--- config.mk ---
export PLATFORM = sky130hd
export DESIGN_NAME = grwc_walk
export DESIGN_NICKNAME = d
export VERILOG_FILES = /design/src/rtl/grwc_pkg.sv /design/src/rtl/grwc_walk.sv
export SDC_FILE = /design/constraint.sdc
export NUM_CORES = 1
export LEC_CHECK = 0
export BUFFER_PORTS_ARGS = -buffer_cell sky130_fd_sc_hd__buf_2
export CAP_MARGIN = 15
export CORE_MARGIN = 8
export CORE_UTILIZATION = 42
export CTS_BUF_LIST = sky130_fd_sc_hd__clkbuf_4
export DETAILED_ROUTE_END_ITERATION = 16
export GPL_TIMING_DRIVEN = 0
export PLACE_DENSITY = 0.72
export SLEW_MARGIN = 40
export SYNTH_ARGS = -nofsm -noshare
export SYNTH_HDL_FRONTEND = slang
export SYNTH_SLANG_ARGS = --single-unit
--- constraint.sdc ---
create_clock -name clk -period 16.85 [get_ports clk]
set_clock_uncertainty 0.2 [all_clocks]
set_input_delay 3.37 -clock clk [delete_from_list [all_inputs] [get_ports clk]]
set_output_delay 3.37 -clock clk [all_outputs]
set_load 0.02 [all_outputs]
--- src/rtl/grwc_pkg.sv ---
// ----------------------------------------------------------------------------
// grwc_pkg
// types, codes and constants shared by the grid random walk coverage block
// ----------------------------------------------------------------------------
package grwc_pkg;

  localparam int CFG_IDX_W  = 3;
  localparam int CFG_DATA_W = 16;
  localparam int VISIT_W    = 16;
  localparam int MOVE_W     = 16;
  localparam int MIN_DIM    = 2;

  // configuration register indexes
  localparam logic [CFG_IDX_W-1:0] CFG_GRID_ROWS  = 3'd0;
  localparam logic [CFG_IDX_W-1:0] CFG_GRID_COLS  = 3'd1;
  localparam logic [CFG_IDX_W-1:0] CFG_START_ROW  = 3'd2;
  localparam logic [CFG_IDX_W-1:0] CFG_START_COL  = 3'd3;
  localparam logic [CFG_IDX_W-1:0] CFG_MOVE_LIMIT = 3'd4;

  // configuration reset values
  localparam logic [6:0]  GRID_ROWS_RST  = 7'd40;
  localparam logic [5:0]  GRID_COLS_RST  = 6'd20;
  localparam logic [5:0]  START_ROW_RST  = 6'd0;
  localparam logic [4:0]  START_COL_RST  = 5'd0;
  localparam logic [15:0] MOVE_LIMIT_RST = 16'd50000;

  // action codes
  localparam logic ACT_START = 1'b0;
  localparam logic ACT_STEP  = 1'b1;

  localparam logic [VISIT_W-1:0] VISIT_MAX = {VISIT_W{1'b1}};

  typedef enum logic [1:0] {
    ST_OK       = 2'd0,
    ST_OFF_GRID = 2'd1,
    ST_FINISHED = 2'd2,
    ST_ORDER    = 2'd3
  } status_t;

  typedef enum logic [1:0] {
    STEP_HOLD = 2'd0,
    STEP_INC  = 2'd1,
    STEP_DEC  = 2'd2
  } step_t;

  typedef struct packed {
    logic       action;
    logic [2:0] direction;
  } in_item_t;

  typedef struct packed {
    status_t             status;
    logic [5:0]          bug_row;
    logic [4:0]          bug_col;
    logic [VISIT_W-1:0]  cell_visits;
    logic [MOVE_W-1:0]   move_count;
    logic [11:0]         cells_unvisited;
    logic                walk_done;
  } out_item_t;

  // decision of the walk stage handed to the count stage
  typedef struct packed {
    status_t status;
    logic    visit;    // cell count is bumped
    logic    start;    // item began the walk
    logic    started;  // walk running after this item
  } walk_ctl_t;

  // row offset per direction: -1 0 +1 +1 +1 0 -1 -1
  function automatic step_t row_step(input logic [2:0] dir);
    step_t s;
    case (dir)
      3'd0:    s = STEP_DEC;
      3'd1:    s = STEP_HOLD;
      3'd2:    s = STEP_INC;
      3'd3:    s = STEP_INC;
      3'd4:    s = STEP_INC;
      3'd5:    s = STEP_HOLD;
      3'd6:    s = STEP_DEC;
      3'd7:    s = STEP_DEC;
      default: s = STEP_HOLD;
    endcase
    return s;
  endfunction

  // column offset per direction: +1 +1 +1 0 -1 -1 -1 0
  function automatic step_t col_step(input logic [2:0] dir);
    step_t s;
    case (dir)
      3'd0:    s = STEP_INC;
      3'd1:    s = STEP_INC;
      3'd2:    s = STEP_INC;
      3'd3:    s = STEP_HOLD;
      3'd4:    s = STEP_DEC;
      3'd5:    s = STEP_DEC;
      3'd6:    s = STEP_DEC;
      3'd7:    s = STEP_HOLD;
      default: s = STEP_HOLD;
    endcase
    return s;
  endfunction

endpackage

--- src/rtl/grwc_walk.sv ---
// ----------------------------------------------------------------------------
// grwc_walk
// walk stage: position, grid size, move count and the per-item decision
// ----------------------------------------------------------------------------
module grwc_walk #(
  parameter int MAX_ROWS = 64,
  parameter int MAX_COLS = 32,
  parameter int RW       = 6,
  parameter int CW       = 5,
  parameter int NRW      = 7,
  parameter int NCW      = 6,
  parameter int AW       = 11,
  parameter int UW       = 12
) (
  input  logic                        clk,
  input  logic                        rst_n,
  input  logic                        accept,
  input  grwc_pkg::in_item_t          item,
  input  logic [6:0]                  grid_rows,
  input  logic [5:0]                  grid_cols,
  input  logic [5:0]                  start_row,
  input  logic [4:0]                  start_col,
  input  logic [grwc_pkg::MOVE_W-1:0] move_limit,
  input  logic [UW-1:0]               unv_eff,
  output logic [RW-1:0]               row_nxt,
  output logic [CW-1:0]               col_nxt,
  output logic [AW-1:0]               addr_nxt,
  output logic [grwc_pkg::MOVE_W-1:0] moves_nxt,
  output logic [UW-1:0]               prod_nxt,
  output grwc_pkg::walk_ctl_t         ctl_nxt
);

  logic [RW-1:0]               row_r;
  logic [CW-1:0]               col_r;
  logic [NRW-1:0]              used_rows_r, used_rows_nxt;
  logic [NCW-1:0]              used_cols_r, used_cols_nxt;
  logic                        started_r, started_nxt;
  logic [grwc_pkg::MOVE_W-1:0] moves_r;

  logic                        done_now;
  logic                        row_off, col_off;
  logic [RW-1:0]               row_try;
  logic [CW-1:0]               col_try;

  assign done_now = started_r && ((unv_eff == '0) || (moves_r >= move_limit));

  // candidate row after the step
  always_comb begin
    row_off = 1'b0;
    row_try = row_r;
    case (grwc_pkg::row_step(item.direction))
      grwc_pkg::STEP_INC: begin
        row_off = (NRW'(row_r) + NRW'(1)) >= used_rows_r;
        row_try = row_r + RW'(1);
      end
      grwc_pkg::STEP_DEC: begin
        row_off = (row_r == '0);
        row_try = row_r - RW'(1);
      end
      default: begin
        row_off = 1'b0;
        row_try = row_r;
      end
    endcase
  end

  // candidate column after the step
  always_comb begin
    col_off = 1'b0;
    col_try = col_r;
    case (grwc_pkg::col_step(item.direction))
      grwc_pkg::STEP_INC: begin
        col_off = (NCW'(col_r) + NCW'(1)) >= used_cols_r;
        col_try = col_r + CW'(1);
      end
      grwc_pkg::STEP_DEC: begin
        col_off = (col_r == '0);
        col_try = col_r - CW'(1);
      end
      default: begin
        col_off = 1'b0;
        col_try = col_r;
      end
    endcase
  end

  always_comb begin
    row_nxt        = row_r;
    col_nxt        = col_r;
    used_rows_nxt  = used_rows_r;
    used_cols_nxt  = used_cols_r;
    started_nxt    = started_r;
    moves_nxt      = moves_r;
    ctl_nxt.status = grwc_pkg::ST_OK;
    ctl_nxt.visit  = 1'b0;
    ctl_nxt.start  = 1'b0;
    case (item.action)
      grwc_pkg::ACT_START: begin
        if (started_r) begin
          ctl_nxt.status = grwc_pkg::ST_ORDER;
        end else begin
          // grid size saturates into its legal range
          if (32'(grid_rows) < grwc_pkg::MIN_DIM) begin
            used_rows_nxt = NRW'(grwc_pkg::MIN_DIM);
          end else if (32'(grid_rows) > MAX_ROWS) begin
            used_rows_nxt = NRW'(MAX_ROWS);
          end else begin
            used_rows_nxt = NRW'(grid_rows);
          end
          if (32'(grid_cols) < grwc_pkg::MIN_DIM) begin
            used_cols_nxt = NCW'(grwc_pkg::MIN_DIM);
          end else if (32'(grid_cols) > MAX_COLS) begin
            used_cols_nxt = NCW'(MAX_COLS);
          end else begin
            used_cols_nxt = NCW'(grid_cols);
          end
          // start cell saturates to the last row and column
          if (32'(start_row) >= 32'(used_rows_nxt)) begin
            row_nxt = RW'(32'(used_rows_nxt) - 32'd1);
          end else begin
            row_nxt = RW'(start_row);
          end
          if (32'(start_col) >= 32'(used_cols_nxt)) begin
            col_nxt = CW'(32'(used_cols_nxt) - 32'd1);
          end else begin
            col_nxt = CW'(start_col);
          end
          started_nxt   = 1'b1;
          ctl_nxt.visit = 1'b1;
          ctl_nxt.start = 1'b1;
        end
      end
      grwc_pkg::ACT_STEP: begin
        if (!started_r) begin
          ctl_nxt.status = grwc_pkg::ST_ORDER;
        end else if (done_now) begin
          ctl_nxt.status = grwc_pkg::ST_FINISHED;
        end else if (row_off || col_off) begin
          ctl_nxt.status = grwc_pkg::ST_OFF_GRID;
        end else begin
          row_nxt       = row_try;
          col_nxt       = col_try;
          moves_nxt     = moves_r + grwc_pkg::MOVE_W'(1);
          ctl_nxt.visit = 1'b1;
        end
      end
      default: begin
        ctl_nxt.status = grwc_pkg::ST_ORDER;
      end
    endcase
    ctl_nxt.started = started_nxt;
  end

  assign prod_nxt = UW'(32'(used_rows_nxt) * 32'(used_cols_nxt));
  assign addr_nxt = AW'(32'(row_nxt) * MAX_COLS + 32'(col_nxt));

  always_ff @(posedge clk) begin
    if (!rst_n) begin
      row_r       <= '0;
      col_r       <= '0;
      used_rows_r <= NRW'(grwc_pkg::MIN_DIM);
      used_cols_r <= NCW'(grwc_pkg::MIN_DIM);
      started_r   <= 1'b0;
      moves_r     <= '0;
    end else if (accept) begin
      row_r       <= row_nxt;
      col_r       <= col_nxt;
      used_rows_r <= used_rows_nxt;
      used_cols_r <= used_cols_nxt;
      started_r   <= started_nxt;
      moves_r     <= moves_nxt;
    end
  end

endmodule

=== After elaboration in Yosys (flattened, before gate mapping) ===
Memories as Yosys holds them, arrays and structs flattened.
Cells that the tools add are included.

* Bits in read-only memories: 32
* Output and inout bits: 55
* Logic and storage cells: 82
* Flip-flop bits (word level): 41
* Memories: 2

* Magnitude comparators: 9
* Reductions and logical operators: 6
* Equal/unequal tests: 4
* Muxes and demuxes: 43
* Bitwise gates (word level): 1
* $mul: 1
* Add/subtract/negate cells: 10

{| class="wikitable"
|+ Memories
! memory !! depth !! width !! rd ports !! clocked after Yosys merged registers in !! write ports !! RTL line !! text
|-
| (name not given) || 8 || 2 || 1 || 0 || 0 || grwc_pkg.sv:89 || <nowiki>case (dir)</nowiki>
|-
| (name not given) || 8 || 2 || 1 || 0 || 0 || grwc_pkg.sv:72 || <nowiki>case (dir)</nowiki>
|}

{| class="wikitable"
|+ Operators by type and width
! cell !! count
|-
| $mux 6 || 11
|-
| $mux 16 || 4
|-
| $mux 7 || 6
|-
| $mux 5 || 5
|-
| $pmux 6 s2 || 2
|-
| $pmux 5 s2 || 2
|-
| $add 16x1->16 const B || 1
|-
| $ge 16x16->1 || 1
|-
| $logic_not 12->1 || 1
|-
| $mul 7x6->12 || 1
|-
| $sub 6x1->6 const B || 2
|-
| $add 11x5->11 || 1
|-
| $sub 5x1->5 const B || 2
|-
| $mux 2 || 4
|-
| $add 6x1->7 const B || 1
|-
| $ge 6x7->1 || 1
|-
| $ge 7x7->1 || 1
|-
| $gt 7x7->1 const B || 1
|-
| $lt 7x2->1 const B || 1
|-
| $add 5x1->6 const B || 1
|-
| $add 6x1->6 const B || 1
|-
| $ge 5x6->1 || 1
|-
| $ge 6x6->1 || 1
|-
| $gt 6x6->1 const B || 1
|-
| other kinds (12) || 21
|}

=== Depth between registers and ports, before layout ===
* Depth after elaboration: 10
* Gate-level depth with buffers: 21

=== Worst setup path before layout ===
No wires, ideal clock.

* Path kind: input -> output
* Start: input grid_rows[4]
* End: output prod_nxt[11]
* Required time: 13280 ps
* Path slack: 5632 ps
* Path buffers: 0
* Data arrival time: 7648 ps
* Stages: 16
* Cells stage by stage: or3_1 o311ai_1 nor2_1 a21oi_1 or2_2 fa_1 fa_1 fa_1 inv_1 ha_1 a21oi_1 o21bai_1 a21o_1 a21oi_1 o21ai_0 xnor2_1

* Word-level cells in the longest chain between the ends: 8

{| class="wikitable"
|+ Ends and longest elaborated chain
! item !! RTL line !! text
|-
| start: declaration || grwc_walk.sv:19 || <nowiki>input logic [6:0] grid_rows,</nowiki>
|-
| $gt 7x7->1 || grwc_walk.sv:105 || <nowiki>end else if (32'(grid_rows) > MAX_ROWS) begin</nowiki>
|-
| $mux 7 || grwc_walk.sv:105 ||
|-
| $mux 7 (*) || grwc_walk.sv:103 || <nowiki>if (32'(grid_rows) < grwc_pkg::MIN_DIM) begin</nowiki>
|-
| $mux 7 (*) || grwc_walk.sv:99 || <nowiki>if (started_r) begin</nowiki>
|-
| $mux 7 (*) || grwc_walk.sv:97 || <nowiki>case (item.action)</nowiki>
|-
| $mux 7 (*) || grwc_walk.sv:99 ||
|-
| $mux 7 (*) || grwc_walk.sv:97 ||
|-
| $mul 7x6->12 (*) || grwc_walk.sv:154 || <nowiki>assign prod_nxt = UW'(32'(used_rows_nxt) * 32'(used_cols_nxt));</nowiki>
|-
| end: declaration || grwc_walk.sv:29 || <nowiki>output logic [UW-1:0] prod_nxt,</nowiki>
|}

Mark *: on every way between the ends. The rest lies on a longest branch, timed or not. The select of a mux whose other input is x is not followed.

=== Worst setup path in the final report ===
* Start: input item[3] (netlist name)
* End: output prod_nxt[11]

* Word-level cells in the longest chain between the ends: 2

{| class="wikitable"
|+ Ends and longest elaborated chain
! item !! RTL line !! text
|-
| start: declaration || grwc_walk.sv:18 || <nowiki>input grwc_pkg::in_item_t item,</nowiki>
|-
| $mux 7 / $mux 6 (equally long branches) || grwc_walk.sv:97 ||
|-
| $mul 7x6->12 (*) || grwc_walk.sv:154 ||
|}

Mark *: on every way between the ends. The rest lies on a longest branch, timed or not.

==> flow_summary.yaml <==
worst_setup_path:
  critPathMaxFanout: 10
  rrSetupSlack_ns: 13.34
  cp-end-kind: "output pin"
  critPathKind: "input port to output pin"
  reg2reg_to: "moves_r[3]$_SDFFE_PN0P_"
  crit_arrival_ns: 8.36
  critPathRequiredTime_ns: 13.28
  rr_worst_depth: 11
  cp-start-kind: "input port"
  worstReg2RegStart: "col_r[0]$_SDFFE_PN0P_"
synthesis:
  netlist_area_sq_um: 5620
  synth_top_cell_area_share_pct: 16.9
  synth_area_leader_cell: "ha_1"
  ys_types: 60
  ys_ff_latch: 41
  synth_area_leaders: "ha_1 17%, dfxtp_1 15%, fa_1 7.8%, inv_1 5.6%, nor2_1 5.5%"
  netlist_instances: 740
  synth_fp_nets: 897
  synth_edf_count: 0
  synth_ff_type: "dfxtp_1"
  synthTopCellsByCount: "84 x inv_1, 83 x nor2_1, 76 x ha_1"
  yosysSeqAreaShare_pct: 14.6
  yosysMostFrequentCell: "inv_1"
  syn_area_per_cell_sq_um: 7.60
  yosysWarnings: 0
  async_flop_share_pct: 0
hold_path:
  whs_path_depth: 2
  min_from: "used_cols_r[5]$_SDFFE_PN0P_"
  whs_endpoint: "used_cols_r[5]$_SDFFE_PN0P_"
  hp-class: "flip-flop to flip-flop"
die:
  rows: 42
  die_area_sq_um: 17400
  die_h_um: 132
  pin_count: 114
  die_w_um: 132
  start_util_pct: 42.8
  core_sq_um: 13100
global_routing:
  overflow: 0
  grt_max_degree: 15
  grt_pass1_wl_mm: 26.0
  antenna_found_initial: 1
  grt_usage_pct: 17.5
  grt_pass1_vias: 5370
power:
  combPwrFrac_pct: 50.0
  p_leak_nw: 3.26
  ir_worst_vdd_mv: 0.0262
  switching_share_pct: 42.5
  power_frac_clock_pct: 19.8
  power_frac_seq_pct: 30.2
  p_per_area_nw_per_um2: 54.6
  power.switching_mw: 0.150
  p_int_mw: 0.203
timing:
  period_needed_ns: 11.93
  worst_hold_slack_ns: 0.313
  drv_slew: 0
  fmax_mhz: 83.8
  setup-tns-final_ns: 0
  setup_violations: 0
  period_share_pct: 70.8
  slew_headroom_pct: 54.2
  worst_slew_pin_slew_ns: 0.687
  hold_viol_final: 0
  grt_setup_unrepaired: "false"
route:
  drt_iter0_markers: 386
  top_layer_used: "met4"
  drc: 0
  wirelength_mm: 15.5
  vias: 5561
  firstDrtPassIters: 5
  ant_nets: 0
  m1WireLength_mm: 6.68
  route.met2.wl_mm: 7.58
  via_per_inst: 5.37
  avgRoutedWirePerCell_um: 15.0
  met3_length_um: 987
finish:
  multi_input_area_sq_um: 4270
  nets: 1014
  seqCellArea_sq_um: 821
  fillers: 1323
  drive_above_1_share_pct: 19.2
  area_growth_pct: 15.2
cts:
  ctsHoldBuffers: 0
  ctsResizeCount: 0
  cts_num_sinks: 41
  cts_root_buf: "clkbuf_4"
  cts_buffer_depth: 2
  tritoncts: "built"
  clkTransAtPathRegs_ns: 0.16
  cts_setup_buffers: 0
  insertion_delay_ns: 0.38
  h-tree-depth: 2
  cts-buffers-inserted: 5
run:
  cap_violations: 0
placement:
  gp_congestion: 0.859
  place.port_buffers: 110
  dp_hpwl_mm: 12.7
run_status:
  status: "finished clean"
layer usage:
metal	vias to the layer above	global-route usage [%]
met1	2555	21.2
met4	0	5.17
met3	23	3.47
li1	2802	-
met2	181	30.6
met5	-	0
cells by family after synthesis:
group,after synthesis,share of synthesized area [%]
buf+inv,127,9.48
fa+ha+maj,98,24.7
mux,18,3.31
simple gates,244,21.3
flops,41,14.6
xor+xnor,44,6.85
compound gates,168,19.7
area by class of cell:
type	instances	area share, %
well taps	176	3.40
clock inverters	3	0.714
repair buffers	110	8.49
multi-input cells	572	65.9
diodes	1	0.0386
inverters	86	4.98
plain buffers	41	3.24
flip-flops and latches	41	12.7
clock buffers	5	0.579
critical path, stage by stage:
cell and delay (ns):
buf_2 0.10, or2_2 0.13, clkbuf_1 0.37, clkbuf_1 0.58
a21oi_1 0.34, or2_2 0.37, fa_1 0.50, fa_1 0.54
fa_1 0.55, inv_1 0.04, ha_1 0.32, a21oi_1 0.14
o21bai_1 0.10, a21o_1 0.19, a21oi_1 0.21, o21ai_0 0.14
xnor2_1 0.16, buf_2 0.18
power groups by stage:
stage | clock (mW) | sequential [mW] | combinational (mW)
after global routing | 0.0753 | 0.107 | 0.198
after global placement | 0 | 0.109 | 0.175
after detailed placement | 0 | 0.109 | 0.177
after floorplan | 0 | 0.107 | 0.128
final | 0.0702 | 0.107 | 0.177
after CTS | 0.0720 | 0.107 | 0.178
stage by stage:
step           area (sq um)  cells  total power [mW]  setup WS, ns  util, %
3_5_place_dp           6390   1026             0.286          4.91     48.7
6_report               6480   1035             0.354          4.92     49.3
4_1_cts                6480   1034             0.357          4.89     49.3
3_3_place_gp           6390   1026             0.283          4.89     48.7
5_1_grt                6480   1035             0.381          4.52     49.3
2_1_floorplan          5620    740             0.235          5.63        -
sequential cells by signal (all words and copies together) (netlist names):
register,cells
used_rows_r,7
moves_r,16
started_r,1
used_cols_r,6
col_r,5
row_r,6
how the worst max path moves through the flow:
stage	cells past startpoint	slack, ns	to	startpoint
detailed placement	18	4.91	prod_nxt[11]	item[3]
CTS	18	4.89	prod_nxt[11]	item[3]
finish	18	4.92	prod_nxt[11]	item[3]
floorplan	16	5.63	prod_nxt[11]	grid_rows[4]
global route	18	4.52	prod_nxt[11]	item[3]
global placement	18	4.89	prod_nxt[11]	item[3]
placed cells by master (no fill, tap or decap), drive strengths merged, types with 21 or more instances in the layout:
master,synthesis,final
clkbuf,21,26
o21ai,31,31
nor2,83,83
ha,76,76
xor2,22,22
a21oi,56,56
dfxtp,41,41
xnor2,22,22
buf,20,130
nand3,21,21
fa,22,22
inv,84,84
nand2,46,46
No activity file was read; power rests on OpenSTA's default activity.
